===== src/hct_fifo.sv =====
// ----------------------------------------------------------------------------
// hct_fifo
// two-entry queue between the hashing front and the probing back
// ----------------------------------------------------------------------------
module hct_fifo #(
  parameter int unsigned Width = 8
) (
  input  logic             clk_i,
  input  logic             rst_ni,
  input  logic             push_i,
  input  logic [Width-1:0] push_data_i,
  output logic             full_o,
  input  logic             pop_i,
  output logic [Width-1:0] pop_data_o,
  output logic             valid_o
);

  logic [Width-1:0] buf_q [2];
  logic wp_q, wp_d, rp_q, rp_d;
  logic [1:0] cnt_q, cnt_d;

  assign full_o     = (cnt_q == 2'd2);
  assign valid_o    = (cnt_q != 2'd0);
  assign pop_data_o = buf_q[rp_q];

  always_comb begin
    wp_d  = wp_q;
    rp_d  = rp_q;
    cnt_d = cnt_q;
    if (push_i) begin
      wp_d = ~wp_q;
    end
    if (pop_i) begin
      rp_d = ~rp_q;
    end
    if (push_i && !pop_i) begin
      cnt_d = cnt_q + 2'd1;
    end else if (pop_i && !push_i) begin
      cnt_d = cnt_q - 2'd1;
    end
  end

  always_ff @(posedge clk_i or negedge rst_ni) begin
    if (!rst_ni) begin
      wp_q  <= 1'b0;
      rp_q  <= 1'b0;
      cnt_q <= 2'd0;
    end else begin
      wp_q  <= wp_d;
      rp_q  <= rp_d;
      cnt_q <= cnt_d;
    end
  end

  always_ff @(posedge clk_i) begin
    if (push_i) begin
      buf_q[wp_q] <= push_data_i;
    end
  end

endmodule


===== config.mk =====
export PLATFORM = sky130hd
export DESIGN_NAME = hct_fifo
export DESIGN_NICKNAME = d
export VERILOG_FILES = /design/src/hct_fifo.sv
export SDC_FILE = /design/constraint.sdc
export NUM_CORES = 1
export LEC_CHECK = 0
export ABC_CLOCK_PERIOD_IN_PS = 2950
export BUFFER_PORTS_ARGS = -buffer_cell sky130_fd_sc_hd__buf_2
export CAP_MARGIN = 20
export CORE_MARGIN = 3
export CORE_UTILIZATION = 45
export CTS_BUF_LIST = sky130_fd_sc_hd__clkbuf_2 sky130_fd_sc_hd__clkbuf_4 sky130_fd_sc_hd__clkbuf_8
export DETAILED_ROUTE_END_ITERATION = 8
export HOLD_SLACK_MARGIN = 0.1
export PLACE_DENSITY = 0.67
export SLEW_MARGIN = 20
export SYNTH_ARGS = -nofsm -noshare
export SYNTH_HDL_FRONTEND = slang
export SYNTH_SLANG_ARGS = --single-unit

===== constraint.sdc =====
create_clock -name clk_i -period 2.95 [get_ports clk_i]
set_input_delay 0.59 -clock clk_i [delete_from_list [all_inputs] [get_ports clk_i]]
set_output_delay 0.59 -clock clk_i [all_outputs]
set_load 0.01 [all_outputs]

Word level (Yosys, flattened, before mapping)
Memories as Yosys holds them, arrays and structs flattened. Cells that the tools add are included.

Flip-flop bits (word level): 4. Memory bits (writable): 16. Input port bits: 12. Output and inout port bits: 10. Word-level logic and storage cells: 19. Memories kept: 1.

$add $sub $neg: 2. Eq/ne operators: 1. Muxes and demuxes: 4. Bitwise gates (word level): 2. Reductions and logical operators: 6.

Memories: buf_q (depth 2, width 8, rd ports 1, clocked after memory_dff 0, write ports 1, line 18) `logic [Width-1:0] buf_q [2];`.

Operators by type and width (count): 2-to-1 mux 2 bit (2); nonzero test 2 bit (2); adder 2 x 1 -> 2 bit (second input constant) (1); == test 2 bit (second input constant) (1); logical AND 1 bit (2); zero test 1 bit (2); 2-to-1 mux 1 bit (2); inverter 1 bit (2); subtractor 2 x 1 -> 2 bit (second input constant) (1).

Depth between registers and ports, before layout
Word-level depth: 4. Mapped depth: 5. Gate-level depth less buffers: 5.

Least setup slack after synthesis
Ideal clock, no wire load.

Path type: reg2out. Start: register rp_q. End: output port pop_data_o[0]. Data arrival time: 803 ps. Data required time: 2360 ps. Setup slack: 1557 ps. Cell stages (with the launch flop): 3. Path buffers: 1. Cell sequence: dfrtp_1 > buf_6 > mux2_4.

Cells in the longest elaborated chain, start to end: 1.

Ends and longest elaborated chain: start: declaration (line 19) `logic wp_q, wp_d, rp_q, rp_d;`; start signal: assignment (line 50) `rp_q <= rp_d;`; memory read (2 x 8 bit); end: declaration (line 14) `output logic [Width-1:0] pop_data_o,`.

Every way passes these cells.

Final worst setup path
Start: register rp_q. End: output port pop_data_o[5].

Same word-level chain as after synthesis.

==> impl_metrics.py <==
metrics = {
    "layout": {
        "finish.net_count": 80,
        "areaGrowthSynthToFinish_pct": 20.4,
        "n_antenna_cell": 0,
        "fillers": 128,
        "layout-drive-gt1-share_pct": 51.5,
    },
    "floorplanning": {
        "die_h_um": 48.3,
        "rows": 14,
        "die_x_um": 48.3,
        "num_io_pins": 22,
        "initial_core_util_pct": 50.4,
        "die_area_um2": 2330,
        "core-area_um2": 1590,
    },
    "clock_tree": {
        "cts_buffer_depth": 2,
        "clock-sinks": 20,
        "cts_resized": 0,
        "cts_inserted_buffers": 3,
        "clock_latency_ns": 0.29,
        "cts_max_level": 1,
        "clockRootBuffer": "clkbuf_4",
        "cts_tree": "done",
        "clk_pin_slew_ns": 0.11,
    },
    "sta": {
        "fin_tns_setup_ns": 0,
        "worst_pin_slew_ns": 0.730,
        "hold_viol_final": 0,
        "slew_violations": 0,
        "rsz0062_at_grt": "false",
        "period_needed_ns": 2.03,
        "clock_skew_ns": 0.00875,
        "fmax_ghz": 0.492,
        "slew_headroom_pct": 51.2,
        "period_share_pct": 68.9,
        "setup_viol": 0,
        "hold_ws_ns": 0.477,
    },
    "grt": {
        "track_usage_pct": 10.6,
        "antenna_found_initial": 0,
        "overflow": 0,
        "first_global_vias": 357,
        "grt_pass1_wl_mm": 1.61,
        "grt_max_degree": 12,
    },
    "route": {
        "drtPass1Iterations": 4,
        "wire_per_inst_um": 11.3,
        "drc": 0,
        "vias": 381,
        "drt_iter0_drc": 2,
        "ant_nets": 0,
        "wl_mm": 1.02,
        "via_per_inst": 4.23,
    },
    "logic_synthesis": {
        "netlist_instances": 41,
        "netlist_area_um2": 803,
        "synth_fp_nets": 54,
        "synth_area_per_cell_um2": 19.6,
        "ys_warn_count": 0,
        "netlist-cell-type-count": 13,
        "synth_seq_cells": 20,
        "synth_seq_area_share_pct": 72.3,
    },
    "setup_path": {
        "reg2reg_slack_ns": 1.58,
        "slowest_delay_ns": 0.68,
        "cp_slowest_cell": "dfrtp_1",
        "cp-end-kind": "output pin",
        "path_cells": "mux2_4 -> buf_2",
        "cp-start-kind": "flip-flop",
        "cp.arrival_ns": 1.44,
        "crit_required_ns": 2.36,
        "worstSetupPathType": "reg -> out",
        "crit_fanout": 9,
    },
    "placed_design": {
        "dp_hpwl_um": 757,
        "place_congestion": 0.621,
        "io_buffers": 21,
    },
    "job": {
        "drv_cap": 0,
    },
    "run_status": {
        "status": "finished clean",
    },
    "min_path": {
        "hold_path_class": "in -> reg",
    },
    "pwr": {
        "ir_drop_mv": 0.697,
        "p_leak_uw": 0.000415,
        "pwr_density_cell_nw_per_um2": 870,
    },
}
-- per-layer routing --
layer	wire, µm	GRT usage [%]
met5	0	0
met4	0	3.23
met3	70	4.80
met2	468	16.4
met1	479	13.3
-- cell families (layout without fill, tap and decap cells) --
logic type,count (synthesis),count (layout),share of synthesized area [%]
buffers and inverters,2,27,1.87
AND/OR/NAND/NOR,5,5,3.90
XOR/XNOR,5,5,5.45
flip-flops,20,20,72.3
multiplexers,8,8,15.0
adder cells (fa/ha/maj),1,1,1.56
-- path summary, 6_finish.rpt --
kind	startpoint	end	depth (start not counted)
worst max-delay path	rp_q	pop_data_o[5]	2
max in group asynchronous	rst_ni	cnt_q[0]	2
worst min register to register	cnt_q[1]	cnt_q[1]	1
worst max register to register	wp_q	buf_q[0][7]	1
min in group asynchronous	rst_ni	wp_q	2
worst min-delay path	push_data_i[5]	buf_q[0][5]	1
-- cell usage in the layout, fill, tap and decap left out --
master / count
nor2_1: 1
dfrtp_1: 4
nor2b_1: 1
or2_1: 1
dlygate4sd3_1: 1
edfxtp_1: 16
and2_1: 1
inv_1: 1
xnor2_1: 1
ha_1: 1
xor2_1: 4
and2b_2: 1
buf_2: 21
mux2_4: 8
clkbuf_4: 4
-- layout make-up --
cell class,instances,area (µm²),share of cell area [%]
timing repair buffer,22,115,11.9
inverter,1,3.75,0.388
sequential,20,581,60.0
clock buffer,4,30.0,3.10
multi-input combinational,19,208,21.5
tap,24,30.0,3.10
-- registers in the layout (all words and copies together) (netlist names) --
register	flops
wp_q	1
rp_q	1
buf_q	16
cnt_q	2
-- repair_timing --
item / 4_1_cts / 5_1_grt
setup buffers: 0 / 0
hold buffers: 1 / 0
hold endpoints to repair: 4 / 0
-- per-stage QoR --
step | worst slack, ns | total power [µW] | area, µm² | utilization, % | std cells
floorplan | 1.56 | 638 | 803 | - | 41
global placement | 1.25 | 709 | 927 | 58.2 | 85
detailed placement | 1.22 | 715 | 927 | 58.2 | 85
CTS | 0.898 | 854 | 967 | 60.7 | 90
global route | 0.843 | 897 | 967 | 60.7 | 90
finish | 0.916 | 842 | 967 | 60.7 | 90
-- worst max-delay path: cells and delay by family, from the launching register on --
kind / cells / cell delay [ns]
buffers and inverters: 1 / 0.14
DFF: 1 / 0.68
muxes: 1 / 0.34
-- cell usage after synthesis --
library cell	n	area (µm²)
edfxtp_1	16	480
mux2_4	8	120
dfrtp_1	4	100
xor2_1	4	35.0
and2_1	1	6.26
and2b_2	1	8.76
buf_6	1	11.3
ha_1	1	12.5
inv_1	1	3.75
nor2_1	1	3.75
nor2b_1	1	6.26
or2_1	1	6.26
xnor2_1	1	8.76
-- where the power goes --
group,internal (µW),switching [µW],total [µW]
combinational,155,104,259
sequential,383,60.9,444
clock,61.7,76.2,138
No activity file was read; power rests on OpenSTA's default activity.
