==> config.mk <==
export PLATFORM = sky130hd
export DESIGN_NAME = hct_front
export DESIGN_NICKNAME = d
export VERILOG_FILES = /design/src/hct_pkg.sv /design/src/hct_front.sv
export SDC_FILE = /design/constraint.sdc
export NUM_CORES = 1
export LEC_CHECK = 0
export ABC_AREA = 1
export BUFFER_PORTS_ARGS = -buffer_cell sky130_fd_sc_hd__buf_2
export CORE_ASPECT_RATIO = 0.5
export CORE_UTILIZATION = 50
export DETAILED_ROUTE_END_ITERATION = 7
export HOLD_SLACK_MARGIN = 0.02
export PLACE_DENSITY_LB_ADDON = 0.15
export SETUP_SLACK_MARGIN = 0.5
export SYNTH_ARGS = -nofsm -noshare
export SYNTH_HDL_FRONTEND = slang
export SYNTH_SLANG_ARGS = --single-unit
==> constraint.sdc <==
create_clock -name clk_i -period 14.5 [get_ports clk_i]
set_input_delay 1.45 -clock clk_i [delete_from_list [all_inputs] [get_ports clk_i]]
set_output_delay 1.45 -clock clk_i [all_outputs]
set_load 0.01 [all_outputs]
==> src/hct_pkg.sv <==
// ----------------------------------------------------------------------------
// hct_pkg
// types and constants shared by the counting hash table modules
// ----------------------------------------------------------------------------
package hct_pkg;

  localparam int unsigned KeyW    = 64;
  localparam int unsigned LenW    = 4;
  localparam int unsigned CountW  = 32;
  localparam int unsigned HomeW   = 16;
  localparam int unsigned LogW    = 4;
  localparam int unsigned SlotOutW = 10;
  localparam int unsigned UsedW   = 11;

  localparam logic [KeyW-1:0] FnvBasis = 64'hcbf29ce484222325;
  localparam logic [KeyW-1:0] FnvPrimeLow = 64'h00000000000001b3;
  localparam int unsigned FnvPrimeShift = 40;
  localparam logic [CountW-1:0] CountMax = '1;

  localparam logic FuncIncr  = 1'b0;
  localparam logic FuncQuery = 1'b1;

  typedef enum logic {
    F_IDLE,
    F_HASH
  } front_state_e;

  typedef enum logic [1:0] {
    B_CLEAR,
    B_IDLE,
    B_PROBE
  } back_state_e;

  typedef struct packed {
    logic             func;
    logic [KeyW-1:0]  key;
    logic [LenW-1:0]  len;
    logic [HomeW-1:0] hash;
  } job_t;

  typedef struct packed {
    logic              valid;
    logic [LenW-1:0]   len;
    logic [KeyW-1:0]   key;
    logic [CountW-1:0] count;
  } entry_t;

  // one fnv-1a step: multiply by 2^40 + 0x1b3 as a shift plus a narrow product
  function automatic logic [KeyW-1:0] fnv_step(input logic [KeyW-1:0] h,
                                               input logic [7:0] b);
    logic [KeyW-1:0] x;
    x = h ^ {56'd0, b};
    return (x << FnvPrimeShift) + (x * FnvPrimeLow);
  endfunction

endpackage

==> src/hct_front.sv <==
// ----------------------------------------------------------------------------
// hct_front
// accepts words, trims the key to its length and hashes one byte a cycle
// ----------------------------------------------------------------------------
module hct_front #(
  parameter int unsigned MaxKeyBytes = 8
) (
  input  logic                 clk_i,
  input  logic                 rst_ni,
  input  logic                 enable_i,
  input  logic                 s_valid_i,
  output logic                 s_ready_o,
  input  logic                 func_i,
  input  logic [63:0]          key_i,
  input  logic [3:0]           len_i,
  output logic                 push_o,
  output hct_pkg::job_t        job_o,
  input  logic                 full_i
);
  import hct_pkg::*;

  localparam logic [LenW-1:0] MaxLen = LenW'(MaxKeyBytes);

  front_state_e state_q, state_d;
  logic            func_q, func_d;
  logic [KeyW-1:0] key_q, key_d, h_q, h_d, key_trim;
  logic [LenW-1:0] len_q, len_d, cnt_q, cnt_d, len_sat;

  always_comb begin
    len_sat = (len_i > MaxLen) ? MaxLen : len_i;
    for (int b = 0; b < 8; b++) begin
      key_trim[8*b +: 8] = (LenW'(b) < len_sat) ? key_i[8*b +: 8] : 8'd0;
    end
  end

  assign s_ready_o = (state_q == F_IDLE) && enable_i;
  assign job_o = '{func: func_q, key: key_q, len: len_q, hash: h_q[HomeW-1:0]};

  always_comb begin
    state_d = state_q;
    func_d  = func_q;
    key_d   = key_q;
    len_d   = len_q;
    h_d     = h_q;
    cnt_d   = cnt_q;
    push_o  = 1'b0;
    unique case (state_q)
      F_IDLE: begin
        if (s_valid_i && enable_i) begin
          func_d  = func_i;
          key_d   = key_trim;
          len_d   = len_sat;
          h_d     = FnvBasis;
          cnt_d   = '0;
          state_d = F_HASH;
        end
      end
      F_HASH: begin
        if (cnt_q != len_q) begin
          h_d   = fnv_step(h_q, key_q[{cnt_q[2:0], 3'b000} +: 8]);
          cnt_d = cnt_q + LenW'(1);
        end else if (!full_i) begin
          push_o  = 1'b1;
          state_d = F_IDLE;
        end
      end
      default: state_d = F_IDLE;
    endcase
  end

  always_ff @(posedge clk_i or negedge rst_ni) begin
    if (!rst_ni) begin
      state_q <= F_IDLE;
    end else begin
      state_q <= state_d;
    end
  end

  always_ff @(posedge clk_i) begin
    func_q <= func_d;
    key_q  <= key_d;
    len_q  <= len_d;
    h_q    <= h_d;
    cnt_q  <= cnt_d;
  end

endmodule

Word level (Yosys, flattened, before mapping)
Index checks and enable logic that the tools add are counted.
Widths: inputs -> output; s select.
{"block": "word_totals", "regBits": 138, "out_inout_bits": 87, "input_bits": 74}
{"block": "classes", "n_bitwise": 2, "n_reduce_logical": 4, "multipliers": 1, "n_lt_le_gt_ge": 9, "n_mux": 14, "shift": 1, "n_eq_ne": 3, "add_sub_neg": 2}
{"cell": "$mux 64", "n": 2}
{"cell": "$pmux 64 s2", "n": 1}
{"cell": "$add 64x64->64", "n": 1}
{"cell": "$mul 64x9->64 const B", "n": 1}
{"cell": "$shiftx 64x7->8", "n": 1}
{"cell": "$xor 64x8->64", "n": 1}
{"cell": "$lt 3x4->1 const A", "n": 4}
{"cell": "$mux 4", "n": 3}
{"cell": "$lt 1x4->1 const A", "n": 2}
{"cell": "$lt 2x4->1 const A", "n": 2}
{"cell": "$pmux 4 s2", "n": 1}
{"cell": "$mux 1", "n": 6}
{"cell": "$add 4x1->4 const B", "n": 1}
{"cell": "$gt 4x4->1 const B", "n": 1}
{"cell": "$ne 2x1->1 const B", "n": 2}
{"cell": "$ne 4x4->1", "n": 1}
{"cell": "$reduce_and 2->1", "n": 2}
{"cell": "$logic_and 1x1->1", "n": 2}
{"cell": "$pmux 1 s2", "n": 1}
{"cell": "$not 1->1", "n": 1}

Depth between registers and ports, before layout
{"block": "logic_depth", "depth_word": 6, "ltp_mapped": 29, "ltp_nobuf": 27}

Worst setup path before layout
OpenSTA, ideal clock, no wires.
{"block": "synth_timing", "path_type": "register to register", "startpoint": "reg cnt_q[0]", "endpoint": "reg h_q[14], data pin", "stages_incl_launch_ff": 26, "synth_period_minus_slack_ps": 4863, "arrival_ps": 4610, "path_slack_ps": 9637, "path_cell_list": "edfxtp_1 -> buf_6 -> inv_8 -> buf_6 -> buf_6 -> nor2_1 -> o221ai_1 -> o21ai_1 -> xnor2_1 -> ha_1 -> inv_1 -> fa_1 -> inv_1 -> fa_1 -> inv_1 -> fa_1 -> inv_1 -> ha_1 -> ha_1 -> inv_1 -> nor3_1 -> nand3_1 -> nand4_1 -> nand2_1 -> nand2_1 -> nor2_1"}
{"block": "synth_between", "elab_chain_cells": 6}
{"item": "start, declared", "line": "hct_front.sv:27", "rtl": "logic [LenW-1:0] len_q, len_d, cnt_q, cnt_d, len_sat;"}
{"item": "start signal, assigned", "line": "hct_front.sv:84", "rtl": "cnt_q <= cnt_d;"}
{"item": "$shiftx 64x7->8", "line": "hct_front.sv:60", "rtl": "h_d = fnv_step(h_q, key_q[{cnt_q[2:0], 3'b000} +: 8]);"}
{"item": "$xor 64x8->64", "line": "hct_pkg.sv:52", "rtl": "x = h ^ {56'd0, b};"}
{"item": "$mul 64x9->64", "line": "hct_pkg.sv:53", "rtl": "return (x << FnvPrimeShift) + (x * FnvPrimeLow);"}
{"item": "$add 64x64->64", "line": "hct_pkg.sv:53"}
{"item": "$mux 64", "line": "hct_front.sv:59", "rtl": "if (cnt_q != len_q) begin"}
{"item": "$pmux 64 s2", "line": "hct_front.sv:47", "rtl": "unique case (state_q)"}
{"item": "end signal, assigned", "line": "hct_front.sv:83", "rtl": "h_q <= h_d;"}
{"item": "end, declared", "line": "hct_front.sv:26", "rtl": "logic [KeyW-1:0] key_q, key_d, h_q, h_d, key_trim;"}
Every way passes these cells. The select of a mux whose other input is x is not followed.
A chain may end at the register's enable or synchronous reset.

Worst setup path after layout
{"block": "layout_timing", "startpoint": "reg cnt_q[1]", "endpoint": "reg h_q[15], data pin"}
The elaborated chain is that of the path after synthesis.

==> run_results.csv <==
group,metric,value,unit
run_status,outcome,"complete, no violations",
setup_path,top_fanout_value_on_the_critical_path,18,
synth,synth_common_cells,"149 x sky130_fd_sc_hd__inv_1, 110 x sky130_fd_sc_hd__nand2_1, 89 x sky130_fd_sc_hd__edfxtp_1, 81 x sky130_fd_sc_hd__nor2_1, 47 x sky130_fd_sc_hd__ha_1",
sta,min_period_over_period,38.5,%
setup_path,cells_traversed_along_the_worst_timing_path,"inv_4, o21ai_0, o22ai_1, o21ai_1, xnor2_1, ha_1, inv_1, fa_1, inv_1, fa_1, inv_1, fa_1, inv_1, ha_1, ha_1, nand2_1, nor3_1, nand3_1, nand4_1, nand3_1, nand2_1, nor2_1",
clock_tree,worstSkewPairLatency,0.35,ns
sta,clock_skew,0.0148,ns
placement,place.detailed.hpwl,12.3,mm
die,fp.dieW,160,um
clock_tree,numClockSinks,90,
routing,dr.pass1.iters,6,
finish,syn_to_final_growth,19.5,%
setup_path,critPathMaxStageDelay,0.67,ns
setup_path,crit_top_cell,"sky130_fd_sc_hd__inv_1",
clock_tree,cts_inserted_buffers,9,
finish,stdcell_count,992,
clock_tree,cts_max_level,3,
clock_tree,holdBufCountCts,0,
min_path,min_path_type,"register to register",
routing,dr.first_iter.drc_count,324,
setup_path,cp_slowest_cell,"sky130_fd_sc_hd__edfxtp_1",
setup_path,startpoint_type,"register",
clock_tree,clk_root_buffer_cell,"sky130_fd_sc_hd__clkbuf_16",
min_path,whs_path_depth,2,
clock_tree,clk_path_buf_depth,2,
synth,number_of_different_library_cells_in_the_post_synthesis_netlist,39,
synth,synthesized_instance_count,666,
flow_run,maxCapViolCount,0,
routing,route.detailed.drc,0,
setup_path,critPathKind,"register to register",
synth,synthesis.area,6260,sq um
setup_path,critPathArrivalTime,5.67,ns
synth,synth_nets,819,
min_path,holdCritStartpoint,"cnt_q[3]",
clock_tree,ctsResizeCount,0,
synth,count_of_state_elements_after_synthesis,90,
placement,numPlacedInstances,976,
setup_path,worst_path_dominant_cell_family,"adder cells",
synth,postSynth.asyncResetShare,1.11,%
global_routing,grt.overflow.total,0,
setup_path,cp-startpoint,"cnt_q[1]",
setup_path,worstSetupEndpointType,"register",
routing,drt_wl_total,15.4,mm
sta,worst_slew_margin_rel,40.1,%
finish,n_fill_cell,1061,
sta,grt_setup_unrepaired,"no",
die,dieArea,13000,sq um
setup_path,worst_flop_to_flop_path_startpoint,"cnt_q[1]",
die,design.core.area,12000,sq um
sta,finalHoldViolations,0,
sta,max_clock_freq,0.179,GHz
setup_path,critPathRequiredTime,14.60,ns
sta,finalWorstPathRequiredPeriod,5.58,ns
die,die_height,81.1,um
synth,synth_top_area_cell,"sky130_fd_sc_hd__edfxtp_1",
placement,placement.io_buffers,160,
synth,synthesized_area_per_cell,9.40,sq um
clock_tree,clk_pin_slew_worst_paths,0.07,ns
synth,synth_edf_count,89,
setup_path,critical_path_depth,22,
sta,fin_setup_tns,0,ns
synth,yosys_most_used_dff,"sky130_fd_sc_hd__edfxtp_1",
finish,insertedDiodeCount,0,
setup_path,r2r.worst_path.cells,22,
die,rows,28,
synth,yosysWarningCount,0,
die,num_io_pins,161,
synth,synthTopCellsByArea,"sky130_fd_sc_hd__edfxtp_1 43%, sky130_fd_sc_hd__fa_1 10%, sky130_fd_sc_hd__ha_1 9.4%",
setup_path,worstPathBufferInverterCount,5,
synth,synth_largest_type_area_fraction,42.7,%
sta,maxSlewViolCount,0,
finish,final_area,7480,sq um
finish,post_route_cells_drive_above_1_share,25.2,%
routing,drtAntennaViolNets,0,
global_routing,number_of_antenna_violations_at_the_first_check_in_global_routing,1,
placement,detailed_place.area,7160,sq um
finish,design.final.nets,975,
global_routing,vias_in_the_first_global_route,4739,
routing,number_of_vias_after_detailed_routing,4883,
global_routing,grt_pass1_wl,24.1,mm
sta,setup_viol,0,
clock_tree,cts_tree,"yes",
placement,gp_congestion,0.896,
global_routing,grt_use_total,24.7,%
routing,wl_per_cell,15.6,um
global_routing,maximum_number_of_pins_on_one_net_before_global_route_repair,70,
die,initial_core_util,52.1,%
synth,seq_area_frac_synth,43.1,%
sta,worstMarginPinSlew,0.897,ns
synth,post-synth-top-count-cell,"sky130_fd_sc_hd__inv_1",
finish,finalCoreUtilization,62.3,%
clock_tree,cts_setup_buffers,0,
routing,viasPerCell,4.92,
-- worst min-delay path, stage by stage (launching register included) --
cell	delay (ns)
sky130_fd_sc_hd__edfxtp_1	0.40
sky130_fd_sc_hd__xor2_1	0.08
sky130_fd_sc_hd__nor2_1	0.07
-- layout by cell type (no fill, tap or decap), types with 2 or more instances in the layout --
cell,n
sky130_fd_sc_hd__a21oi_1,12
sky130_fd_sc_hd__inv_6,2
sky130_fd_sc_hd__nand2_2,9
sky130_fd_sc_hd__buf_2,160
sky130_fd_sc_hd__a21o_1,2
sky130_fd_sc_hd__inv_2,2
sky130_fd_sc_hd__nand3_2,8
sky130_fd_sc_hd__nor2_1,81
sky130_fd_sc_hd__fa_1,32
sky130_fd_sc_hd__or2_2,3
sky130_fd_sc_hd__xor2_1,6
sky130_fd_sc_hd__buf_4,3
sky130_fd_sc_hd__o22ai_1,5
sky130_fd_sc_hd__inv_8,2
sky130_fd_sc_hd__inv_1,148
sky130_fd_sc_hd__o21ai_0,24
sky130_fd_sc_hd__o21ai_1,4
sky130_fd_sc_hd__o221ai_1,3
sky130_fd_sc_hd__ha_1,47
sky130_fd_sc_hd__nand4_1,3
sky130_fd_sc_hd__nand2_1,110
sky130_fd_sc_hd__xor2_4,2
sky130_fd_sc_hd__edfxtp_1,89
sky130_fd_sc_hd__bufinv_16,2
sky130_fd_sc_hd__nand3_1,29
sky130_fd_sc_hd__xnor2_1,13
sky130_fd_sc_hd__nor3_1,3
sky130_fd_sc_hd__clkbuf_16,9
sky130_fd_sc_hd__nor2_2,2
sky130_fd_sc_hd__nand3b_1,2
-- path summary, 6_finish.rpt --
| kind | to | slack, ns |
|---|---|---|
| worst max-delay path | h_q[15] | 8.92 |
| worst min-delay path | cnt_q[3] | 0.67 |
| worst max register to register | h_q[15] | 8.92 |
| worst min register to register | cnt_q[3] | 0.67 |
| max in group asynchronous | state_q | 13.55 |
| min in group asynchronous | state_q | 0.87 |
-- kinds of logic (layout without fill, tap and decap cells) --
group,after synthesis,count (layout),share of synthesized area (%)
AND/OR/NAND/NOR,251,251,17.4
buffers and inverters,170,331,11.4
flip-flops,90,90,43.1
adder cells (fa/ha/maj),79,79,19.6
XOR/XNOR,21,21,3.54
AO/OA/AOI/OAI,55,55,4.97
-- flip-flops by register name, summed over array words and instances (netlist names) --
register  cells
h_q          16
key_q        64
cnt_q         4
len_q         4
func_q        1
state_q       1
-- routing by layer --
layer	routed length [um]	track usage (%)	vias to the layer above
li1	-	-	2407
met1	6760	32.1	2304
met2	7480	43.3	157
met3	1030	4.29	15
met4	186	6.76	0
met5	0	0	-
-- through the flow --
stage	hold WS, ns	worst slack (ns)
global route	0.687	8.53
floorplan	0.601	9.64
detailed placement	0.656	8.96
finish	0.667	8.92
global placement	0.627	9.00
CTS	0.665	8.96
-- layout make-up --
cell class / instances / area, sq um / area share [%]
Clock buffer: 10 / 229 / 3.06
Tap cell: 165 / 206 / 2.76
Clock inverter: 6 / 96.3 / 1.29
Timing Repair Buffer: 163 / 823 / 11.0
Sequential cell: 90 / 2700 / 36.0
Multi-Input combinational cell: 406 / 2850 / 38.1
Inverter: 152 / 581 / 7.76
Power is left out: the tool's default activity adds up to more than one toggle a clock period on the data nets, which glitch-free logic cannot reach.
